[src/sv/jac_pkg.sv]
`default_nettype none

package jac_pkg;

	// sample group shape
	localparam int SAMPLE_COUNT = 5;
	localparam int FIELD_SAMPLES = 5;
	localparam int NSAMP = (SAMPLE_COUNT > FIELD_SAMPLES) ? FIELD_SAMPLES :
		((SAMPLE_COUNT < 1) ? 1 : SAMPLE_COUNT);
	localparam int MED_IDX = NSAMP / 2;
	localparam int RANK_W = (NSAMP > 1) ? $clog2(NSAMP) : 1;

	// field widths
	localparam int RAW_W = 10;
	localparam int DROP_BITS = 2;
	localparam int SMP_W = RAW_W - DROP_BITS;
	localparam int TRIM_W = 8;
	localparam int AXIS_W = 10;
	localparam int CALC_W = AXIS_W + 1;
	localparam int CFG_W = 10;
	localparam int IDX_W = 2;

	// arithmetic constants
	localparam logic signed [CALC_W-1:0] MIDPOINT = CALC_W'(128);
	localparam logic signed [CALC_W-1:0] DEADZONE = CALC_W'(4);

	// register reset values
	localparam logic signed [TRIM_W-1:0] TRIM_RST = '0;
	localparam logic signed [AXIS_W-1:0] LOW_RST = -AXIS_W'(256);
	localparam logic signed [AXIS_W-1:0] HIGH_RST = AXIS_W'(256);
	localparam logic signed [AXIS_W-1:0] LAST_RST = -AXIS_W'(1);

	typedef logic [SMP_W-1:0] smp_t;
	typedef smp_t [NSAMP-1:0] smp_vec_t;

	// register indexes
	typedef enum logic [IDX_W-1:0] {
		REG_CENTER_TRIM = 2'd0,
		REG_INVERT_AXIS = 2'd1,
		REG_CLAMP_LOW   = 2'd2,
		REG_CLAMP_HIGH  = 2'd3
	} cfg_reg_t;

	// median by stable rank: exactly one element sits at the middle rank
	function automatic smp_t median_sel(input smp_vec_t v);
		logic [RANK_W-1:0] rank;
		smp_t med;
		med = '0;
		for (int i = 0; i < NSAMP; i++) begin
			rank = '0;
			for (int j = 0; j < NSAMP; j++) begin
				if (j != i) begin
					if ((v[j] < v[i]) || ((v[j] == v[i]) && (j < i))) begin
						rank = rank + RANK_W'(1);
					end
				end
			end
			if (rank == RANK_W'(MED_IDX)) begin
				med = v[i];
			end
		end
		return med;
	endfunction

endpackage

`default_nettype wire

[src/sv/joystick_axis_conditioner_top.sv]
// path: input register, then result register; throughput: one word per
// cycle unless out_ready stalls; the axis state updates in the same cycle
// that a word leaves the input register, so words may follow back to back
// reset: arst_n clears all control state, the registers to their defaults
// and the stored axis value to minus one
`default_nettype none

module joystick_axis_conditioner_top
	import jac_pkg::*;
(
	input  wire logic                     clk,
	input  wire logic                     arst_n,
	// configuration
	input  wire logic                     cfg_we,
	input  wire logic [IDX_W-1:0]         cfg_index,
	input  wire logic [CFG_W-1:0]         cfg_data,
	// input words
	input  wire logic                     in_valid,
	output logic                          in_ready,
	input  wire logic [RAW_W-1:0]         sample_a,
	input  wire logic [RAW_W-1:0]         sample_b,
	input  wire logic [RAW_W-1:0]         sample_c,
	input  wire logic [RAW_W-1:0]         sample_d,
	input  wire logic [RAW_W-1:0]         sample_e,
	input  wire logic                     ack_consumed,
	// result words
	output logic                          out_valid,
	input  wire logic                     out_ready,
	output logic signed [AXIS_W-1:0]      axis_value,
	output logic                          value_changed,
	output logic                          value_ready
);

	logic signed [TRIM_W-1:0] center_trim_q;
	logic                     invert_axis_q;
	logic signed [AXIS_W-1:0] clamp_low_q;
	logic signed [AXIS_W-1:0] clamp_high_q;

	logic signed [AXIS_W-1:0] last_q;
	logic                     changed_q;
	logic                     ready_q;

	logic                     valid_s1;
	smp_vec_t                 smp_s1;
	logic                     ack_s1;

	logic                     advance;
	logic                     in_take;
	smp_vec_t                 smp_in;
	logic [RAW_W-1:0]         raw [FIELD_SAMPLES];

	smp_t                     med;
	logic signed [CALC_W-1:0] trimmed;
	logic signed [CALC_W-1:0] signed_val;
	logic signed [CALC_W-1:0] low_ext;
	logic signed [CALC_W-1:0] high_ext;
	logic signed [CALC_W-1:0] lo_clamped;
	logic signed [CALC_W-1:0] hi_clamped;
	logic signed [AXIS_W-1:0] new_val;
	logic                     pend_eff;

	// handshake
	assign advance  = !out_valid || out_ready;
	assign in_ready = !valid_s1 || advance;
	assign in_take  = in_valid && in_ready;

	// cut the raw readings to 8 bits
	assign raw[0] = sample_a;
	assign raw[1] = sample_b;
	assign raw[2] = sample_c;
	assign raw[3] = sample_d;
	assign raw[4] = sample_e;

	always_comb begin
		for (int k = 0; k < NSAMP; k++) begin
			smp_in[k] = raw[k][RAW_W-1:DROP_BITS];
		end
	end

	// configuration registers
	always_ff @(posedge clk or negedge arst_n) begin
		if (!arst_n) begin
			center_trim_q <= TRIM_RST;
			invert_axis_q <= 1'b0;
			clamp_low_q   <= LOW_RST;
			clamp_high_q  <= HIGH_RST;
		end else if (cfg_we) begin
			unique case (cfg_reg_t'(cfg_index))
				REG_CENTER_TRIM: center_trim_q <= cfg_data[TRIM_W-1:0];
				REG_INVERT_AXIS: invert_axis_q <= cfg_data[0];
				REG_CLAMP_LOW:   clamp_low_q   <= cfg_data[AXIS_W-1:0];
				REG_CLAMP_HIGH:  clamp_high_q  <= cfg_data[AXIS_W-1:0];
			endcase
		end
	end

	// input register
	always_ff @(posedge clk or negedge arst_n) begin
		if (!arst_n) begin
			valid_s1 <= 1'b0;
		end else if (in_ready) begin
			valid_s1 <= in_valid;
		end
	end

	always_ff @(posedge clk) begin
		if (in_take) begin
			smp_s1 <= smp_in;
			ack_s1 <= ack_consumed;
		end
	end

	// median, trim, invert, clamp, deadzone
	always_comb begin
		med        = median_sel(smp_s1);
		trimmed    = $signed({3'b000, med}) - MIDPOINT + CALC_W'(center_trim_q);
		signed_val = invert_axis_q ? -trimmed : trimmed;
		low_ext    = CALC_W'(clamp_low_q);
		high_ext   = CALC_W'(clamp_high_q);
		lo_clamped = (signed_val < low_ext) ? low_ext : signed_val;
		hi_clamped = (lo_clamped > high_ext) ? high_ext : lo_clamped;
		if ((hi_clamped > -DEADZONE) && (hi_clamped < DEADZONE)) begin
			new_val = '0;
		end else begin
			new_val = hi_clamped[AXIS_W-1:0];
		end
		pend_eff = ready_q && !ack_s1;
	end

	// axis state, updated as the word moves to the result register
	always_ff @(posedge clk or negedge arst_n) begin
		if (!arst_n) begin
			last_q    <= LAST_RST;
			changed_q <= 1'b0;
			ready_q   <= 1'b0;
		end else if (valid_s1 && advance) begin
			ready_q <= pend_eff;
			if (!pend_eff) begin
				if (new_val == last_q) begin
					changed_q <= 1'b0;
				end else begin
					last_q    <= new_val;
					changed_q <= 1'b1;
					ready_q   <= 1'b1;
				end
			end
		end
	end

	// result register
	always_ff @(posedge clk or negedge arst_n) begin
		if (!arst_n) begin
			out_valid <= 1'b0;
		end else if (advance) begin
			out_valid <= valid_s1;
		end
	end

	assign axis_value    = last_q;
	assign value_changed = changed_q;
	assign value_ready   = ready_q;

endmodule

`default_nettype wire

[config.mk]
export PLATFORM = sky130hd
export DESIGN_NAME = joystick_axis_conditioner_top
export DESIGN_NICKNAME = d
export VERILOG_FILES = /design/src/sv/jac_pkg.sv /design/src/sv/joystick_axis_conditioner_top.sv
export SDC_FILE = /design/constraint.sdc
export NUM_CORES = 1
export LEC_CHECK = 0
export ABC_AREA = 0
export BUFFER_PORTS_ARGS = -buffer_cell sky130_fd_sc_hd__clkbuf_2
export CAP_MARGIN = 25
export CORE_MARGIN = 2
export CORE_UTILIZATION = 43
export CTS_CLUSTER_SIZE = 10
export DETAILED_ROUTE_END_ITERATION = 8
export GPL_TIMING_DRIVEN = 1
export SETUP_SLACK_MARGIN = 0.05
export SLEW_MARGIN = 10
export SYNTH_ARGS = -nofsm -noshare
export SYNTH_HDL_FRONTEND = slang
export SYNTH_SLANG_ARGS = --single-unit
[constraint.sdc]
create_clock -name clk -period 20.6 [get_ports clk]
set_input_delay 3.09 -clock clk [delete_from_list [all_inputs] [get_ports clk]]
set_output_delay 3.09 -clock clk [all_outputs]
set_load 0.01 [all_outputs]
# After elaboration in Yosys (flattened, before gate mapping)
# Cells that the tools add are included.
[totals] regBits=84 in_bits=68 output_inout_bits=14 wordCells=135
[classes] addsub=18 magnitude_cmp=24 eq_ne=19 muxes=31 bitwise=2 n_reduce_logical=26
[ops] cell="$lt 8x8->1" n=20
[ops] cell="$eq 8x8->1" n=10
[ops] cell="$add 3x1->3 const B" n=15
[ops] cell="$mux 3" n=15
[ops] cell="$mux 8" n=5
[ops] cell="$mux 11" n=3
[ops] cell="$eq 3x2->1 const B" n=5
[ops] cell="$logic_or 1x1->1" n=12
[ops] cell="$gt 11x10->1" n=1
[ops] cell="$gt 11x3->1 const B" n=1
[ops] cell="$lt 11x10->1" n=1
[ops] cell="$lt 11x4->1 const B" n=1
[ops] cell="$neg 10->11" n=1
[ops] cell="$add 9x8->10" n=1
[ops] cell="$eq 10x10->1" n=1
[ops] cell="$mux 10" n=1
[ops] cell="$reduce_and 2->1" n=5
[ops] cell="$sub 8x8->9 const B" n=1
[ops] cell="$mux 1" n=7
[ops] cell="$eq 2x2->1 const B" n=2
[ops] cell="$logic_and 1x1->1" n=4
[ops] cell="$logic_not 1->1" n=3
[ops] cell="$reduce_and 3->1" n=1
[ops] cell="$eq 2x1->1 const B" n=1
[ops] cell="2 further kinds" n=3

# Logic depth before layout (Yosys ltp)
[depth] depth_word=28 mapped_depth=52 depth_no_buf=49

# Worst setup path after synthesis
# No wires, ideal clock.
[synth_timing] path_kind="register to register" startpoint="register smp_s1[1] (netlist name)" endpoint="register last_q[2], in the netlist axis_value[2]" setup_ns=0.082 arrival_time_ns=11.097 required_time_ns=20.518 path_slack_ns=9.421 path_stages_with_launch=47 path_buffers=3 synth_period_minus_slack_ns=11.179 path_cell_list="edfxtp_1 ha_1 nor2b_1 o21a_1 o21a_1 o21ai_0 a21oi_1 o31ai_1 inv_1 ha_1 xnor2_1 ha_1 or3b_2 o211ai_1 o21a_1 nor2b_1 buf_1 a221o_1 [... 11 more ...] a21oi_1 a31o_4 o311ai_1 or2_2 ha_1 nand4_1 nor3_1 a221oi_1 o21a_1 clkbuf_1 o211ai_1 o211ai_1 o211ai_1 nor4_4 o21bai_4 mux2i_1 a31oi_4 mux2_4"
[synth_between] elab_chain_cells=28 elab_cells_between_ends=76 classes_between="18 x add/sub; 12 x order compare; 10 x eq/ne; 29 x mux; 1 x bitwise; 6 x reduce/logical"
[synth_rtl] item="start: declaration" line="joystick_axis_conditioner_top.sv:44" source="smp_vec_t smp_s1;"
[synth_rtl] item="start signal: assignment" line="joystick_axis_conditioner_top.sv:108" source="smp_s1 <= smp_in;"
[synth_rtl] item="$lt 8x8->1 / $eq 8x8->1 (equally long branches)" line="jac_pkg.sv:53" source="if ((v[j] < v[i]) || ((v[j] == v[i]) && (j < i))) begin"
[synth_rtl] item="$mux 1 / $logic_or 1x1->1 (equally long branches)" line="jac_pkg.sv:53"
[synth_rtl] item="$add 3x1->3 / $mux 1 (equally long branches)" line="jac_pkg.sv:54, jac_pkg.sv:53"
[synth_rtl] item="$mux 3 / $add 3x1->3 (equally long branches)" line="jac_pkg.sv:53, jac_pkg.sv:54"
[synth_rtl] item="$add 3x1->3 / $mux 3 (equally long branches)" line="jac_pkg.sv:54, jac_pkg.sv:53"
[synth_rtl] item="$mux 3 / $add 3x1->3 (equally long branches)" line="jac_pkg.sv:53, jac_pkg.sv:54"
[synth_rtl] item="$add 3x1->3 / $mux 3 (equally long branches)" line="jac_pkg.sv:54, jac_pkg.sv:53"
[synth_rtl] item="$mux 3 / $add 3x1->3 (equally long branches)" line="jac_pkg.sv:53, jac_pkg.sv:54"
[synth_rtl] item="[... 12 more ...]"
[synth_rtl] item="$gt 11x10->1" line="joystick_axis_conditioner_top.sv:121" source="hi_clamped = (lo_clamped > high_ext) ? high_ext : lo_clamped;"
[synth_rtl] item="$mux 11 (*)" line="joystick_axis_conditioner_top.sv:121"
[synth_rtl] item="$gt 11x3->1 / $lt 11x4->1 (equally long branches)" line="joystick_axis_conditioner_top.sv:122" source="if ((hi_clamped > -DEADZONE) && (hi_clamped < DEADZONE)) begin"
[synth_rtl] item="$logic_and 1x1->1" line="joystick_axis_conditioner_top.sv:122"
[synth_rtl] item="$mux 10 (*)" line="joystick_axis_conditioner_top.sv:122"
[synth_rtl] item="$eq 10x10->1" line="joystick_axis_conditioner_top.sv:139" source="if (new_val == last_q) begin"
[synth_rtl] item="$not 1->1 (no line)"
[synth_rtl] item="$reduce_and 3->1 (no line)"
[synth_rtl] item="end signal: assignment" line="joystick_axis_conditioner_top.sv:142" source="last_q <= new_val;"
[synth_rtl] item="end: declaration" line="joystick_axis_conditioner_top.sv:39" source="logic signed [AXIS_W-1:0] last_q;"
# Every way passes the cells marked *; elsewhere a longest branch is shown, timed or not.
# A chain may end at the register's enable or synchronous reset.

# Worst setup path in the final report
[layout_timing] startpoint="register smp_s1[33] (netlist name)" endpoint="register last_q[9], in the netlist axis_value[9]"
[layout_between] elab_chain_cells=25 elab_cells_between_ends=52 classes_between="6 x add/sub; 12 x order compare; 10 x eq/ne; 17 x mux; 1 x bitwise; 6 x reduce/logical"
[layout_rtl] item="$lt 8x8->1 / $eq 8x8->1 (equally long branches)" line="jac_pkg.sv:53"
[layout_rtl] item="$logic_or 1x1->1" line="jac_pkg.sv:53"
[layout_rtl] item="$mux 1" line="jac_pkg.sv:53"
[layout_rtl] item="$add 3x1->3" line="jac_pkg.sv:54" source="rank = rank + RANK_W'(1);"
[layout_rtl] item="$mux 3" line="jac_pkg.sv:53"
[layout_rtl] item="$add 3x1->3" line="jac_pkg.sv:54"
[layout_rtl] item="$mux 3" line="jac_pkg.sv:53"
[layout_rtl] item="$add 3x1->3" line="jac_pkg.sv:54"
[layout_rtl] item="[... 9 more ...]"
[layout_rtl] item="$gt 11x10->1" line="joystick_axis_conditioner_top.sv:121"
[layout_rtl] item="$mux 11 (*)" line="joystick_axis_conditioner_top.sv:121"
[layout_rtl] item="$gt 11x3->1 / $lt 11x4->1 (equally long branches)" line="joystick_axis_conditioner_top.sv:122"
[layout_rtl] item="$logic_and 1x1->1" line="joystick_axis_conditioner_top.sv:122"
[layout_rtl] item="$mux 10 (*)" line="joystick_axis_conditioner_top.sv:122"
[layout_rtl] item="$eq 10x10->1" line="joystick_axis_conditioner_top.sv:139"
[layout_rtl] item="$not 1->1 (no line)"
[layout_rtl] item="$reduce_and 3->1 (no line)"
# Marks and branches as above.

==> impl_metrics.ini <==
[sta]
drv_slew = 0
fin_crit_sh_pct = 65.5
fmax_mhz = 74.2
hold_violations = 0
min_period_ns = 13.48
clock-skew-final_ns = 0.0123
setup_viol = 0
rsz0062_at_grt = false
tightest_slew_ns = 0.988
fin_tns_setup_ns = 0
slew_headroom_pct = 33.6

[grt]
overflow = 0
grt_util_all_layers_pct = 20.6
grt_pass1_wl_um = 32200
antenna_found_initial = 1
grt_pass1_vias = 6201
grt_max_degree = 44

[layout]
stdcell_count = 1119
antenna_cells = 0
fillers = 1719
syn_to_final_growth_pct = 10.9
layout_common_cells = ha_1 (123), inv_1 (85), clkbuf_2 (71)
final_common_cell = ha_1
fin_util_pct = 49.0
layout.nets = 1077
seqCellArea_sq_um = 2320
drive_above_1_share_pct = 21.8
multi_input_area_sq_um = 5240

[place]
dp.cells = 1102
gp_congestion = 0.870
dp_hpwl_um = 15800
place.port_buffers = 71

[route]
wl_per_cell_um = 17.3
drt-total-wl_um = 19300
vias_per_cell = 5.65
drtIter0Drc = 274
num_vias = 6324
drc = 0
ant_nets = 0
firstDrtPassIters = 5

[clock_tree]
ctsLongestPathBuffers = 2
post_cts_buffers = 0
holdBufCountCts = 0
cts_buffers = 9
cts_root_buffer = clkbuf_16
cts.reportedPaths.clkPinSlew_ns = 0.08
cts_resized = 0
insertion_delay_ns = 0.35
htree_levels = 3
cts_tree = done
cts.sinks = 84

[logic_synthesis]
synthCells = 813
ys_async_sr_fraction_pct = 51.2
ys_warn_count = 0
ys_types = 93
ys_seq_area_share_pct = 29.1
netlist_area_sq_um = 7990
synth-edff-count = 41
syn_area_per_cell_sq_um = 9.82
syn_nets = 1005
synth_seq_cells = 84
yosys_most_used_dff = edfxtp_1

[setup_path]
critPathMaxStageDelay_ns = 0.83
crit_path_end_kind = register
r2r_cells = 44
slowest_stage = o31ai_1
critical_path.max_fanout = 19
cp_common_cell = ha_1
path_class = reg -> reg
crit_required_ns = 20.89
regToRegSetupSlack_ns = 7.12
reg2reg_to = axis_value[9]
cp.arrival_ns = 13.77
regToRegStartpoint = smp_s1[33]
crit_path_start_kind = register

[hold_path]
worstHoldEndpoint = out_valid
hold_class = reg -> reg
holdPathStages = 1
worstHoldStart = valid_s1

[floorplanning]
placementRows = 49
die_area_sq_um = 19700
die_y_um = 140
core-area_sq_um = 18100
initial_core_util_pct = 44.2
fp.dieW_um = 140
ios = 82

[outcome]
status = complete, no violations

[flow_run]
cap_violations = 0
-- sequential cells by signal, summed over array words and instances (netlist names) --
name / flops
clamp_low_q: 10
ack_s1: 1
valid_s1: 1
axis_value: 10
value_changed: 1
value_ready: 1
center_trim_q: 8
smp_s1: 40
out_valid: 1
invert_axis_q: 1
clamp_high_q: 10
-- worst max path at each step --
stage,start,end,slack [ns],cells past startpoint
global placement,smp_s1[1],axis_value[9],7.24,43
CTS,smp_s1[33],axis_value[9],7.14,44
finish,smp_s1[33],axis_value[9],7.12,44
global route,smp_s1[33],axis_value[9],6.13,43
floorplan,smp_s1[1],axis_value[2],9.42,46
detailed placement,smp_s1[1],axis_value[9],7.18,43
-- synthesized netlist by cell type, types with 3 or more instances --
master | count | area share, %
ha_1 | 123 | 19
inv_1 | 85 | 4.0
nand2_1 | 42 | 2.0
edfxtp_1 | 41 | 15
mux2_2 | 41 | 5.8
nor2_1 | 40 | 1.9
a21oi_1 | 36 | 2.3
dfrtp_1 | 30 | 9.4
nand3_1 | 28 | 1.8
o21ai_0 | 26 | 1.6
o21a_1 | 23 | 2.2
nor2b_1 | 17 | 1.3
nand4_1 | 16 | 1.3
a21o_1 | 15 | 1.4
dfstp_2 | 13 | 4.3
nand2b_1 | 13 | 1.0
nor3_1 | 13 | 0.81
and2_1 | 12 | 0.94
xnor2_1 | 11 | 1.2
a22o_1 | 9 | 0.99
o211ai_1 | 9 | 0.85
a221o_1 | 8 | 1.0
mux2i_1 | 8 | 1.0
mux2_4 | 7 | 1.3
nor3b_1 | 7 | 0.66
o31ai_1 | 7 | 0.66
xor2_1 | 7 | 0.77
a211oi_1 | 6 | 0.56
a211o_1 | 5 | 0.55
clkbuf_1 | 5 | 0.24
o21ai_2 | 5 | 0.55
o22ai_1 | 5 | 0.39
and3_1 | 4 | 0.31
buf_6 | 4 | 0.56
nand3b_1 | 4 | 0.38
o221ai_1 | 4 | 0.44
a221oi_1 | 3 | 0.33
a31oi_1 | 3 | 0.24
nor4_1 | 3 | 0.24
o21ai_1 | 3 | 0.19
o2bb2ai_1 | 3 | 0.33
o311ai_0 | 3 | 0.33
or2_2 | 3 | 0.24
or3_1 | 3 | 0.24
-- cell type report --
cell class	count	share of cell area (%)
Tap cell	229	3.24
Sequential cell	84	26.2
Inverter	85	3.60
Clock buffer	9	2.54
Multi-Input combinational cell	630	59.2
Clock inverter	7	0.834
Timing Repair Buffer	75	4.32
-- per-layer routing --
layer | wire (um) | part of all wire [%] | vias to the layer above | track usage [%]
li1 | - | - | 3183 | -
met1 | 9810 | 51 | 3013 | 29.9
met3 | 721 | 3.7 | 15 | 2.97
met5 | 0 | 0 | - | 0
met2 | 8580 | 44 | 113 | 32.4
met4 | 218 | 1.1 | 0 | 5.32
-- worst max-delay path: cells and delay by family, from the launching register on --
kind                       cells  cell delay [ns]
AOI/OAI and AO/OA             22             7.06
xor gates and xnor gates       1             0.14
adders and majority gates      7             2.48
buffers and inverters          3             0.46
DFF                            1             0.39
muxes                          2             0.69
and+or+nand+nor                9             2.18
-- kinds of logic (layout without fill, tap and decap cells) --
| family | count (synthesis) | count (layout) | share of synthesized area (%) |
|---|---|---|---|
| AOI/OAI and AO/OA | 208 | 208 | 20.6 |
| and+or+nand+nor | 224 | 224 | 15.4 |
| xor gates and xnor gates | 18 | 18 | 1.97 |
| DFF | 84 | 84 | 29.1 |
| adders and majority gates | 124 | 124 | 19.5 |
| buffers and inverters | 99 | 176 | 5.26 |
| muxes | 56 | 56 | 8.10 |
-- through the flow --
step                cell area (sq um)  setup slack (ns)  hold slack, ns
finish                           8850              7.12           0.484
global placement                 8550              7.24           0.465
global route                     8850              6.13           0.525
detailed placement               8550              7.18           0.478
floorplan                        7990              9.42           0.449
CTS                              8850              7.14           0.489
Power is not shown: default switching activity piles up to over one toggle a cycle in this logic, so the estimate is an artifact.
